--- config.mk ---
export PLATFORM = sky130hd
export DESIGN_NAME = quadrature_decoder_with_speed
export DESIGN_NICKNAME = d
export VERILOG_FILES = /design/src/rtl/qdec_pkg.sv /design/src/rtl/qdec_front.sv /design/src/rtl/qdec_back.sv /design/src/rtl/quadrature_decoder_with_speed.sv
export SDC_FILE = /design/constraint.sdc
export NUM_CORES = 2
export LEC_CHECK = 0
export CORE_MARGIN = 5
export CORE_UTILIZATION = 40
export CTS_CLUSTER_DIAMETER = 80
export DETAILED_ROUTE_END_ITERATION = 10
export DONT_BUFFER_PORTS = 1
export HOLD_SLACK_MARGIN = 0.08
export PLACE_DENSITY = 0.54
export SLEW_MARGIN = 40
export SYNTH_ARGS = -nofsm -noshare
export SYNTH_HDL_FRONTEND = slang
export SYNTH_SLANG_ARGS = --single-unit
--- constraint.sdc ---
create_clock -name i_clk -period 21 [get_ports i_clk]
set_clock_uncertainty 0.1 [all_clocks]
set_input_delay 1.05 -clock i_clk [delete_from_list [all_inputs] [get_ports i_clk]]
set_output_delay 1.05 -clock i_clk [all_outputs]
set_load 0.005 [all_outputs]
--- src/rtl/qdec_pkg.sv ---
// Shared types, constants and the transition table of the quadrature decoder.
`default_nettype none
package qdec_pkg;

    localparam int COUNT_WIDTH_DEF = 32;
    localparam int QUEUE_DEPTH     = 2;
    localparam int QPTR_W          = $clog2(QUEUE_DEPTH);
    localparam int QCNT_W          = $clog2(QUEUE_DEPTH + 1);
    localparam int DIV_STEPS       = 32;
    localparam int DIV_STEP_W      = $clog2(DIV_STEPS);

    localparam logic [25:0] PER_MINUTE_US = 26'd60000000;
    localparam logic [31:0] SAT_TOTAL     = 32'h8000_0000;
    localparam logic [31:0] SPEED_MAX     = 32'h7FFF_FFFF;

    localparam logic [1:0] FUNC_PINS   = 2'd0;
    localparam logic [1:0] FUNC_REBASE = 2'd1;
    localparam logic [1:0] FUNC_SPEED  = 2'd2;
    localparam logic [1:0] FUNC_LOAD   = 2'd3;

    localparam logic REG_COUNT_MODE   = 1'b0;
    localparam logic REG_MIN_INTERVAL = 1'b1;

    localparam logic [1:0] DIR_NONE = 2'd0;
    localparam logic [1:0] DIR_CW   = 2'd1;
    localparam logic [1:0] DIR_CCW  = 2'd2;

    typedef enum logic [1:0] {
        K_PINS   = 2'd0,
        K_REBASE = 2'd1,
        K_SPEED  = 2'd2,
        K_LOAD   = 2'd3
    } t_kind;

    typedef struct packed {
        t_kind       kind;
        logic        pin_a;
        logic        pin_b;
        logic        us_tick;
        logic [31:0] new_position;
    } t_item;

    // Index is {new B, new A, old B, old A}.
    function automatic logic signed [2:0] step_lut(input logic [3:0] idx);
        logic signed [2:0] v;
        case (idx)
            4'd1, 4'd7, 4'd8, 4'd14: v = 3'sd1;
            4'd2, 4'd4, 4'd11, 4'd13: v = -3'sd1;
            4'd3, 4'd12: v = 3'sd2;
            4'd6, 4'd9: v = -3'sd2;
            default: v = 3'sd0;
        endcase
        return v;
    endfunction

endpackage
`default_nettype wire

--- src/rtl/qdec_front.sv ---
// Input side: accepts transactions, classifies the request and queues it for the back end.
`default_nettype none
module qdec_front (
    input  wire logic                 i_clk,
    input  wire logic                 i_rst_n,
    input  wire logic                 i_s_axis_tvalid,
    output logic                      o_s_axis_tready,
    input  wire logic [39:0]          i_s_axis_tdata,
    input  wire logic [1:0]           i_s_axis_tuser,
    output logic                      o_item_valid,
    output qdec_pkg::t_item           o_item,
    input  wire logic                 i_item_pop
);
    import qdec_pkg::*;

    t_item              r_q [QUEUE_DEPTH];
    logic [QPTR_W-1:0]  r_wr;
    logic [QPTR_W-1:0]  r_rd;
    logic [QCNT_W-1:0]  r_cnt;
    t_item              n_item;
    logic               push;
    logic               pop;

    always_comb begin
        case (i_s_axis_tuser)
            FUNC_PINS:   n_item.kind = K_PINS;
            FUNC_REBASE: n_item.kind = K_REBASE;
            FUNC_SPEED:  n_item.kind = K_SPEED;
            default:     n_item.kind = K_LOAD;
        endcase
        n_item.pin_a        = i_s_axis_tdata[0];
        n_item.pin_b        = i_s_axis_tdata[1];
        n_item.us_tick      = i_s_axis_tdata[2];
        n_item.new_position = i_s_axis_tdata[34:3];
    end

    assign o_s_axis_tready = (r_cnt != QCNT_W'(QUEUE_DEPTH));
    assign push            = i_s_axis_tvalid && o_s_axis_tready;
    assign o_item_valid    = (r_cnt != '0);
    assign pop             = i_item_pop && o_item_valid;
    assign o_item          = r_q[r_rd];

    always_ff @(posedge i_clk) begin
        if (!i_rst_n) begin
            r_wr  <= '0;
            r_rd  <= '0;
            r_cnt <= '0;
        end else begin
            if (push) begin
                r_wr <= r_wr + 1'b1;
            end
            if (pop) begin
                r_rd <= r_rd + 1'b1;
            end
            if (push && !pop) begin
                r_cnt <= r_cnt + 1'b1;
            end else if (pop && !push) begin
                r_cnt <= r_cnt - 1'b1;
            end
        end
    end

    always_ff @(posedge i_clk) begin
        if (push) begin
            r_q[r_wr] <= n_item;
        end
    end

endmodule
`default_nettype wire

--- src/rtl/qdec_back.sv ---
// Back end: position and delta tracking, speed sequencer with divider, output register.
`default_nettype none
module qdec_back #(
    parameter int COUNT_WIDTH = qdec_pkg::COUNT_WIDTH_DEF
) (
    input  wire logic        i_clk,
    input  wire logic        i_rst_n,
    input  wire logic        i_cfg_we,
    input  wire logic        i_cfg_index,
    input  wire logic [31:0] i_cfg_data,
    input  wire logic        i_item_valid,
    input  qdec_pkg::t_item  i_item,
    output logic             o_item_pop,
    output logic             o_out_valid,
    input  wire logic        i_out_ready,
    output logic [31:0]      o_position,
    output logic [31:0]      o_delta_count,
    output logic [1:0]       o_direction,
    output logic [31:0]      o_speed
);
    import qdec_pkg::*;

    localparam int CW = COUNT_WIDTH;
    localparam int MW = (CW > 38) ? CW : 38;

    typedef enum logic [7:0] {
        S_IDLE   = 8'b0000_0001,
        S_CHECK  = 8'b0000_0010,
        S_RANGE  = 8'b0000_0100,
        S_MUL_LO = 8'b0000_1000,
        S_MUL_HI = 8'b0001_0000,
        S_DIV    = 8'b0010_0000,
        S_FINISH = 8'b0100_0000,
        S_EMIT   = 8'b1000_0000
    } t_state;

    t_state                r_state;
    logic                  r_count_mode;
    logic [31:0]           r_min_interval;
    logic [1:0]            r_prev;
    logic [CW-1:0]         r_pos;
    logic [CW-1:0]         r_dref;
    logic [CW-1:0]         r_sref_pos;
    logic [31:0]           r_sref_time;
    logic [31:0]           r_time;
    logic [31:0]           r_speed;
    logic                  r_moved;
    logic                  r_out_valid;
    logic [CW-1:0]         r_mag;
    logic                  r_neg;
    logic [31:0]           r_elapsed;
    logic [63:0]           r_prod;
    logic [DIV_STEP_W-1:0] r_step;

    logic [CW-1:0]         n_pos;
    logic [CW-1:0]         n_dref;
    logic [1:0]            n_prev;
    logic                  n_moved;
    logic [1:0]            now;
    logic                  step_en;
    logic signed [2:0]     step_val;
    logic signed [63:0]    load64;
    logic [CW-1:0]         delta;
    logic signed [63:0]    pos_wide;
    logic signed [63:0]    delta_wide;
    logic [1:0]            dir;
    logic                  slot_free;
    logic                  pop;
    logic                  out_load;
    logic [31:0]           elapsed;
    logic [CW-1:0]         diff;
    logic [CW-1:0]         mag;
    logic [MW-1:0]         mag_ext;
    logic [37:0]           e36;
    logic [57:0]           prod_lo;
    logic [31:0]           prod_hi;
    logic [32:0]           rem2;
    logic                  q_bit;
    logic [31:0]           rem_next;
    logic [31:0]           total;
    logic [31:0]           speed_calc;

    assign slot_free  = !r_out_valid || i_out_ready;
    assign pop        = (r_state == S_IDLE) && i_item_valid
                        && ((i_item.kind == K_SPEED) || slot_free);
    assign o_item_pop = pop;
    assign out_load   = (pop && (i_item.kind != K_SPEED))
                        || ((r_state == S_EMIT) && slot_free);

    always_comb begin
        n_pos    = r_pos;
        n_dref   = r_dref;
        n_prev   = r_prev;
        n_moved  = r_moved;
        now      = {i_item.pin_b, i_item.pin_a};
        step_en  = 1'b0;
        step_val = step_lut({now, r_prev});
        load64   = 64'($signed(i_item.new_position));
        delta    = r_pos - r_dref;
        if (r_state == S_IDLE) begin
            case (i_item.kind)
                K_PINS: begin
                    if (!r_count_mode) begin
                        step_en = (now != r_prev);
                    end else if (!r_prev[0] && i_item.pin_a) begin
                        step_en  = 1'b1;
                        step_val = i_item.pin_b ? 3'sd1 : -3'sd1;
                    end
                    if (step_en) begin
                        n_pos   = r_pos + CW'($signed(step_val));
                        n_moved = (step_val != 3'sd0);
                    end
                    n_prev = now;
                    delta  = n_pos - r_dref;
                end
                K_REBASE: begin
                    n_dref = r_pos;
                end
                K_LOAD: begin
                    n_pos  = load64[CW-1:0];
                    n_dref = load64[CW-1:0];
                    delta  = '0;
                end
                default: begin
                    n_pos = r_pos;
                end
            endcase
        end
        pos_wide   = 64'($signed(n_pos));
        delta_wide = 64'($signed(delta));
        if (delta == '0) begin
            dir = DIR_NONE;
        end else if (delta[CW-1]) begin
            dir = DIR_CCW;
        end else begin
            dir = DIR_CW;
        end
    end

    always_comb begin
        elapsed    = r_time - r_sref_time;
        diff       = r_pos - r_sref_pos;
        mag        = diff[CW-1] ? (CW'(0) - diff) : diff;
        mag_ext    = MW'(r_mag);
        e36        = 38'({r_elapsed, 5'b0}) + 38'({r_elapsed, 2'b0});
        prod_lo    = 58'(mag_ext[31:0]) * 58'(PER_MINUTE_US);
        prod_hi    = 32'(mag_ext[37:32]) * 32'(PER_MINUTE_US);
        rem2       = {r_prod[63:32], r_prod[31]};
        q_bit      = (rem2 >= {1'b0, r_elapsed});
        rem_next   = q_bit ? 32'(rem2 - {1'b0, r_elapsed}) : rem2[31:0];
        total      = (r_prod[31:0] > SAT_TOTAL) ? SAT_TOTAL : r_prod[31:0];
        speed_calc = r_neg ? (32'd0 - total) : (total[31] ? SPEED_MAX : total);
    end

    always_ff @(posedge i_clk) begin
        if (!i_rst_n) begin
            r_state        <= S_IDLE;
            r_count_mode   <= 1'b0;
            r_min_interval <= 32'd10;
            r_prev         <= '0;
            r_pos          <= '0;
            r_dref         <= '0;
            r_sref_pos     <= '0;
            r_sref_time    <= '0;
            r_time         <= '0;
            r_speed        <= '0;
            r_moved        <= 1'b0;
            r_out_valid    <= 1'b0;
        end else begin
            if (i_cfg_we) begin
                case (i_cfg_index)
                    REG_COUNT_MODE: r_count_mode   <= i_cfg_data[0];
                    default:        r_min_interval <= i_cfg_data;
                endcase
            end
            if (out_load) begin
                r_out_valid <= 1'b1;
            end else if (i_out_ready) begin
                r_out_valid <= 1'b0;
            end
            case (r_state)
                S_IDLE: begin
                    if (pop) begin
                        if (i_item.us_tick) begin
                            r_time <= r_time + 32'd1;
                        end
                        r_pos   <= n_pos;
                        r_dref  <= n_dref;
                        r_prev  <= n_prev;
                        r_moved <= n_moved;
                        if (i_item.kind == K_SPEED) begin
                            r_state <= S_CHECK;
                        end
                    end
                end
                S_CHECK: begin
                    if (!r_moved) begin
                        r_speed <= '0;
                        r_state <= S_EMIT;
                    end else if (elapsed < r_min_interval) begin
                        r_state <= S_EMIT;
                    end else if (diff == '0) begin
                        r_speed <= '0;
                        r_state <= S_EMIT;
                    end else if (elapsed == '0) begin
                        r_speed     <= '0;
                        r_sref_pos  <= r_pos;
                        r_sref_time <= r_time;
                        r_state     <= S_EMIT;
                    end else begin
                        r_state <= S_RANGE;
                    end
                end
                S_RANGE: begin
                    if (mag_ext >= MW'(e36)) begin
                        r_state <= S_FINISH;
                    end else begin
                        r_state <= S_MUL_LO;
                    end
                end
                S_MUL_LO: r_state <= S_MUL_HI;
                S_MUL_HI: r_state <= S_DIV;
                S_DIV: begin
                    if (r_step == DIV_STEP_W'(DIV_STEPS - 1)) begin
                        r_state <= S_FINISH;
                    end
                end
                S_FINISH: begin
                    r_speed     <= speed_calc;
                    r_sref_pos  <= r_pos;
                    r_sref_time <= r_time;
                    r_state     <= S_EMIT;
                end
                S_EMIT: begin
                    if (slot_free) begin
                        r_state <= S_IDLE;
                    end
                end
                default: r_state <= S_IDLE;
            endcase
        end
    end

    always_ff @(posedge i_clk) begin
        case (r_state)
            S_CHECK: begin
                r_mag     <= mag;
                r_neg     <= diff[CW-1];
                r_elapsed <= elapsed;
            end
            S_RANGE: begin
                r_prod <= {32'd0, SAT_TOTAL};
            end
            S_MUL_LO: begin
                r_prod <= 64'(prod_lo);
            end
            S_MUL_HI: begin
                r_prod <= r_prod + {prod_hi, 32'd0};
                r_step <= '0;
            end
            S_DIV: begin
                r_prod <= {rem_next, r_prod[30:0], q_bit};
                r_step <= r_step + 1'b1;
            end
            default: begin
                r_step <= r_step;
            end
        endcase
    end

    always_ff @(posedge i_clk) begin
        if (out_load) begin
            o_position    <= pos_wide[31:0];
            o_delta_count <= delta_wide[31:0];
            o_direction   <= dir;
            o_speed       <= r_speed;
        end
    end

    assign o_out_valid = r_out_valid;

endmodule
`default_nettype wire

--- src/rtl/quadrature_decoder_with_speed.sv ---
// Top level of the quadrature decoder with position, delta and speed outputs.
//
// Channel   Dir  Handshake                 Contents
// s_axis    in   tvalid/tready             tuser: func; tdata: pin_a, pin_b, us_tick, new_position
// m_axis    out  tvalid/tready             tdata: position, delta_count, direction, speed
// cfg       in   write enable              index 0 count_mode, index 1 min_interval_us
//
// Pin samples, delta reads and position loads are handled in S_IDLE once the output is free.
// A speed request runs S_CHECK and S_EMIT if no division is needed, adds S_RANGE and S_FINISH
// if the result saturates, else also S_MUL_LO, S_MUL_HI and the 32-step restoring divider.
// A two-entry queue takes transactions, until it is full, while the back end is busy or stalled.
// Synchronous reset clears the control state, not the queue entries, divider or output data.
`default_nettype none
module quadrature_decoder_with_speed #(
    parameter int COUNT_WIDTH = qdec_pkg::COUNT_WIDTH_DEF
) (
    input  wire logic        i_clk,
    input  wire logic        i_rst_n,
    input  wire logic        i_s_axis_tvalid,
    output logic             o_s_axis_tready,
    input  wire logic [39:0] i_s_axis_tdata,   // pin_a, pin_b, us_tick, new_position[31:0], pad
    input  wire logic [1:0]  i_s_axis_tuser,   // func
    output logic             o_m_axis_tvalid,
    input  wire logic        i_m_axis_tready,
    output logic [103:0]     o_m_axis_tdata,   // position, delta_count, direction, speed, pad
    input  wire logic        i_cfg_we,
    input  wire logic        i_cfg_index,
    input  wire logic [31:0] i_cfg_data
);
    import qdec_pkg::*;

    t_item       item;
    logic        item_valid;
    logic        item_pop;
    logic [31:0] position;
    logic [31:0] delta_count;
    logic [1:0]  direction;
    logic [31:0] speed;

    qdec_front u_front (
        .i_clk           (i_clk),
        .i_rst_n         (i_rst_n),
        .i_s_axis_tvalid (i_s_axis_tvalid),
        .o_s_axis_tready (o_s_axis_tready),
        .i_s_axis_tdata  (i_s_axis_tdata),
        .i_s_axis_tuser  (i_s_axis_tuser),
        .o_item_valid    (item_valid),
        .o_item          (item),
        .i_item_pop      (item_pop)
    );

    qdec_back #(
        .COUNT_WIDTH (COUNT_WIDTH)
    ) u_back (
        .i_clk         (i_clk),
        .i_rst_n       (i_rst_n),
        .i_cfg_we      (i_cfg_we),
        .i_cfg_index   (i_cfg_index),
        .i_cfg_data    (i_cfg_data),
        .i_item_valid  (item_valid),
        .i_item        (item),
        .o_item_pop    (item_pop),
        .o_out_valid   (o_m_axis_tvalid),
        .i_out_ready   (i_m_axis_tready),
        .o_position    (position),
        .o_delta_count (delta_count),
        .o_direction   (direction),
        .o_speed       (speed)
    );

    assign o_m_axis_tdata = {6'd0, speed, direction, delta_count, position};

endmodule
`default_nettype wire

==> flow_metrics.tcl <==
set metrics [dict create \
    status "complete, no violations" \
    overflow 0 \
    worstMarginPinSlew_ns 0.834 \
    grt_pass1_vias 36300 \
    holdBufCountCts 0 \
    drt_iter0_markers 2428 \
    largest_register "u_front.r_q" \
    nFillCells 11500 \
    finalWorstSetupSlack_ns 12.44 \
    hold_viol 0 \
    synth-edff-count 306 \
    worstSetupStartpointType "register" \
    min_period_ns 8.56 \
    multiInputGateArea_um2 30200 \
    pin_count 186 \
    design.die.area_um2 124000 \
    post_cts_buffers 0 \
    pre_cts_slack_ns 12.18 \
    synth_top_area_cell "edfxtp_1" \
    grt_max_degree 165 \
    dieHeight_um 352 \
    syn_inst 5158 \
    netlist_top_cells_count "nand2_1 (565), ha_1 (525), inv_1 (441), a21oi_1 (370), edfxtp_1 (306)" \
    endpoint_kind "register" \
    clock-root-buffer "clkbuf_16" \
    cp_slowest_cell "o41ai_2" \
    die_w_um 352 \
    post-synth-top-count-cell "nand2_1" \
    hpwlAfterDp_um 105000 \
    setup_viol 0 \
    clock_latency_ns 0.67 \
    largest_register_ffs 74 \
    largest_registers "u_front.r_q: 74 flops, u_back.r_prod: 64 flops" \
    post-route-period-util_pct 40.8 \
    grt_pass1_wl_um 212000 \
    yosysWarnings 0 \
    start_util_pct 40.2 \
    vias_per_cell 5.61 \
    drt-pass1-iter-count 5 \
    core_um2 116000 \
    final_net_count 5880 \
    max-cap-violations 0 \
    wl_per_cell_um 20.6 \
    rsz0062_at_grt "false" \
    rows 125 \
    track_usage_pct 21.8 \
    ff_latch_area_um2 14000 \
    wirelength_um 137000 \
    max_stage_delay_ns 0.64 \
    synth_seq_cells 548 \
    fin_setup_tns_ns 0 \
    clock_path_buffers 3 \
    drive_gt1_share_pct 5.28 \
    hp-class "reg -> reg" \
    syn_area_um2 46700 \
    cts_tree "done" \
    htree_levels 3 \
    synth_flop_cell "edfxtp_1" \
    synth_top_area_share_pct 19.7 \
    path_max_fanout 37 \
    gp_congestion 0.884 \
    max_freq_ghz 0.117 \
    cts_sinks 548 \
    cp_data_required_time_ns 21.30 \
    synth.area.top_cells "edfxtp_1 (20%), ha_1 (14%), dfxtp_1 (10%)" \
    timing_worst_setup_path_type "reg -> reg" \
    cts_buffers 70 \
    arrival_ns 8.86 \
    port_buffers 0 \
    cts-resized-gates 0 \
    relSlewSlack_pct 44.4 \
    slew_violations 0 \
    drcViolationCount 0 \
    ys_seq_area_share_pct 30.0 \
    min_from "u_back.r_speed[17]$_SDFFE_PN0P_" \
    grt_antenna_before_repair 2 \
    synthToLayoutAreaGrowth_pct 8.49 \
    postRouteAntennaNets 0 \
    yosysUniqueCellTypes 106 \
    cts.clk_slew.worst_paths_ns 0.06 \
    avgSynthCellArea_um2 9.05 \
    synth-async-reset-ratio_pct 0 \
    dr_total_vias 37400 \
]
==> stage by stage <==
stage	hold slack (ns)	cells	utilization, %	cell area, um2
2_1_floorplan	0.308	5163	-	46700
3_3_place_gp	0.314	6522	41.5	48200
3_5_place_dp	0.315	6526	41.6	48300
4_1_cts	0.310	6655	43.6	50600
5_1_grt	0.328	6655	43.7	50700
6_report	0.316	6657	43.7	50700
==> layout by cell type, fill, tap and decap left out, types with 31 or more instances in the layout <==
| cell type | synthesis | routed |
|---|---|---|
| a31oi_1 | 53 | 52 |
| fa_1 | 201 | 201 |
| o21ai_0 | 272 | 271 |
| a21oi_1 | 370 | 370 |
| a2bb2oi_1 | 63 | 63 |
| nand4_1 | 48 | 48 |
| o21a_1 | 50 | 50 |
| buf_4 | 9 | 49 |
| nor2_1 | 284 | 280 |
| nand3_1 | 69 | 69 |
| o22ai_1 | 68 | 68 |
| dfxtp_1 | 242 | 241 |
| a211oi_1 | 56 | 56 |
| inv_1 | 441 | 440 |
| clkbuf_16 | 0 | 71 |
| xnor2_1 | 162 | 162 |
| edfxtp_1 | 306 | 306 |
| nand2_1 | 565 | 562 |
| nor3_1 | 116 | 116 |
| o311ai_1 | 64 | 64 |
| ha_1 | 525 | 523 |
| xor2_1 | 123 | 123 |
| a21o_1 | 145 | 144 |
| a21boi_0 | 44 | 44 |
| nand2b_1 | 59 | 58 |
| or3_1 | 36 | 36 |
| nor2b_1 | 53 | 53 |
| and3_1 | 60 | 59 |
| and2_1 | 32 | 31 |
==> cell families (layout without fill, tap and decap cells) <==
group / count (synthesis) / count (layout) / synth area share, %
fa+ha+maj: 726 / 726 / 22.7
buf+inv: 659 / 627 / 5.56
flops: 548 / 548 / 30.0
mux: 58 / 58 / 1.32
xor+xnor: 285 / 285 / 5.34
other cells: 1 / 8 / 0.00803
compound gates: 1443 / 1443 / 20.4
simple gates: 1438 / 1438 / 14.6
==> worst max-delay path: cells and delay by family (launching register included) <==
family	cells	cell delay, ns
compound gates	13	3.29
simple gates	7	1.76
fa+ha+maj	3	1.11
buf+inv	2	0.85
mux	1	0.48
xor+xnor	2	0.36
flops	1	0.31
==> path summary, 6_finish.rpt <==
check	to	slack (ns)	cells after the start
worst max-delay path	u_back.o_direction[0]$_SDFFCE_PN0P_	12.44	28
worst min-delay path	u_back.o_speed[17]$_DFFE_PP_	0.32	0
worst max register to register	u_back.o_direction[0]$_SDFFCE_PN0P_	12.44	28
worst min register to register	u_back.o_speed[17]$_DFFE_PP_	0.32	0
==> metal layers <==
layer	share of wire, %	track usage, %
met5	0.014	0
met3	4.8	3.77
met1	45	28.6
met2	47	36.8
met4	3.1	6.59
==> final cells by class <==
cell class	count	share of cell area (%)
flip-flops and latches	548	27.7
clock buffers	90	3.75
diodes	2	0.00988
multi-input cells	3956	59.7
inverters	442	3.28
repair buffers	56	0.911
clock inverters	39	0.929
well taps	1524	3.76
Power is left out: the tool's default activity adds up to more than one toggle a clock period on the data nets, which glitch-free logic cannot reach.
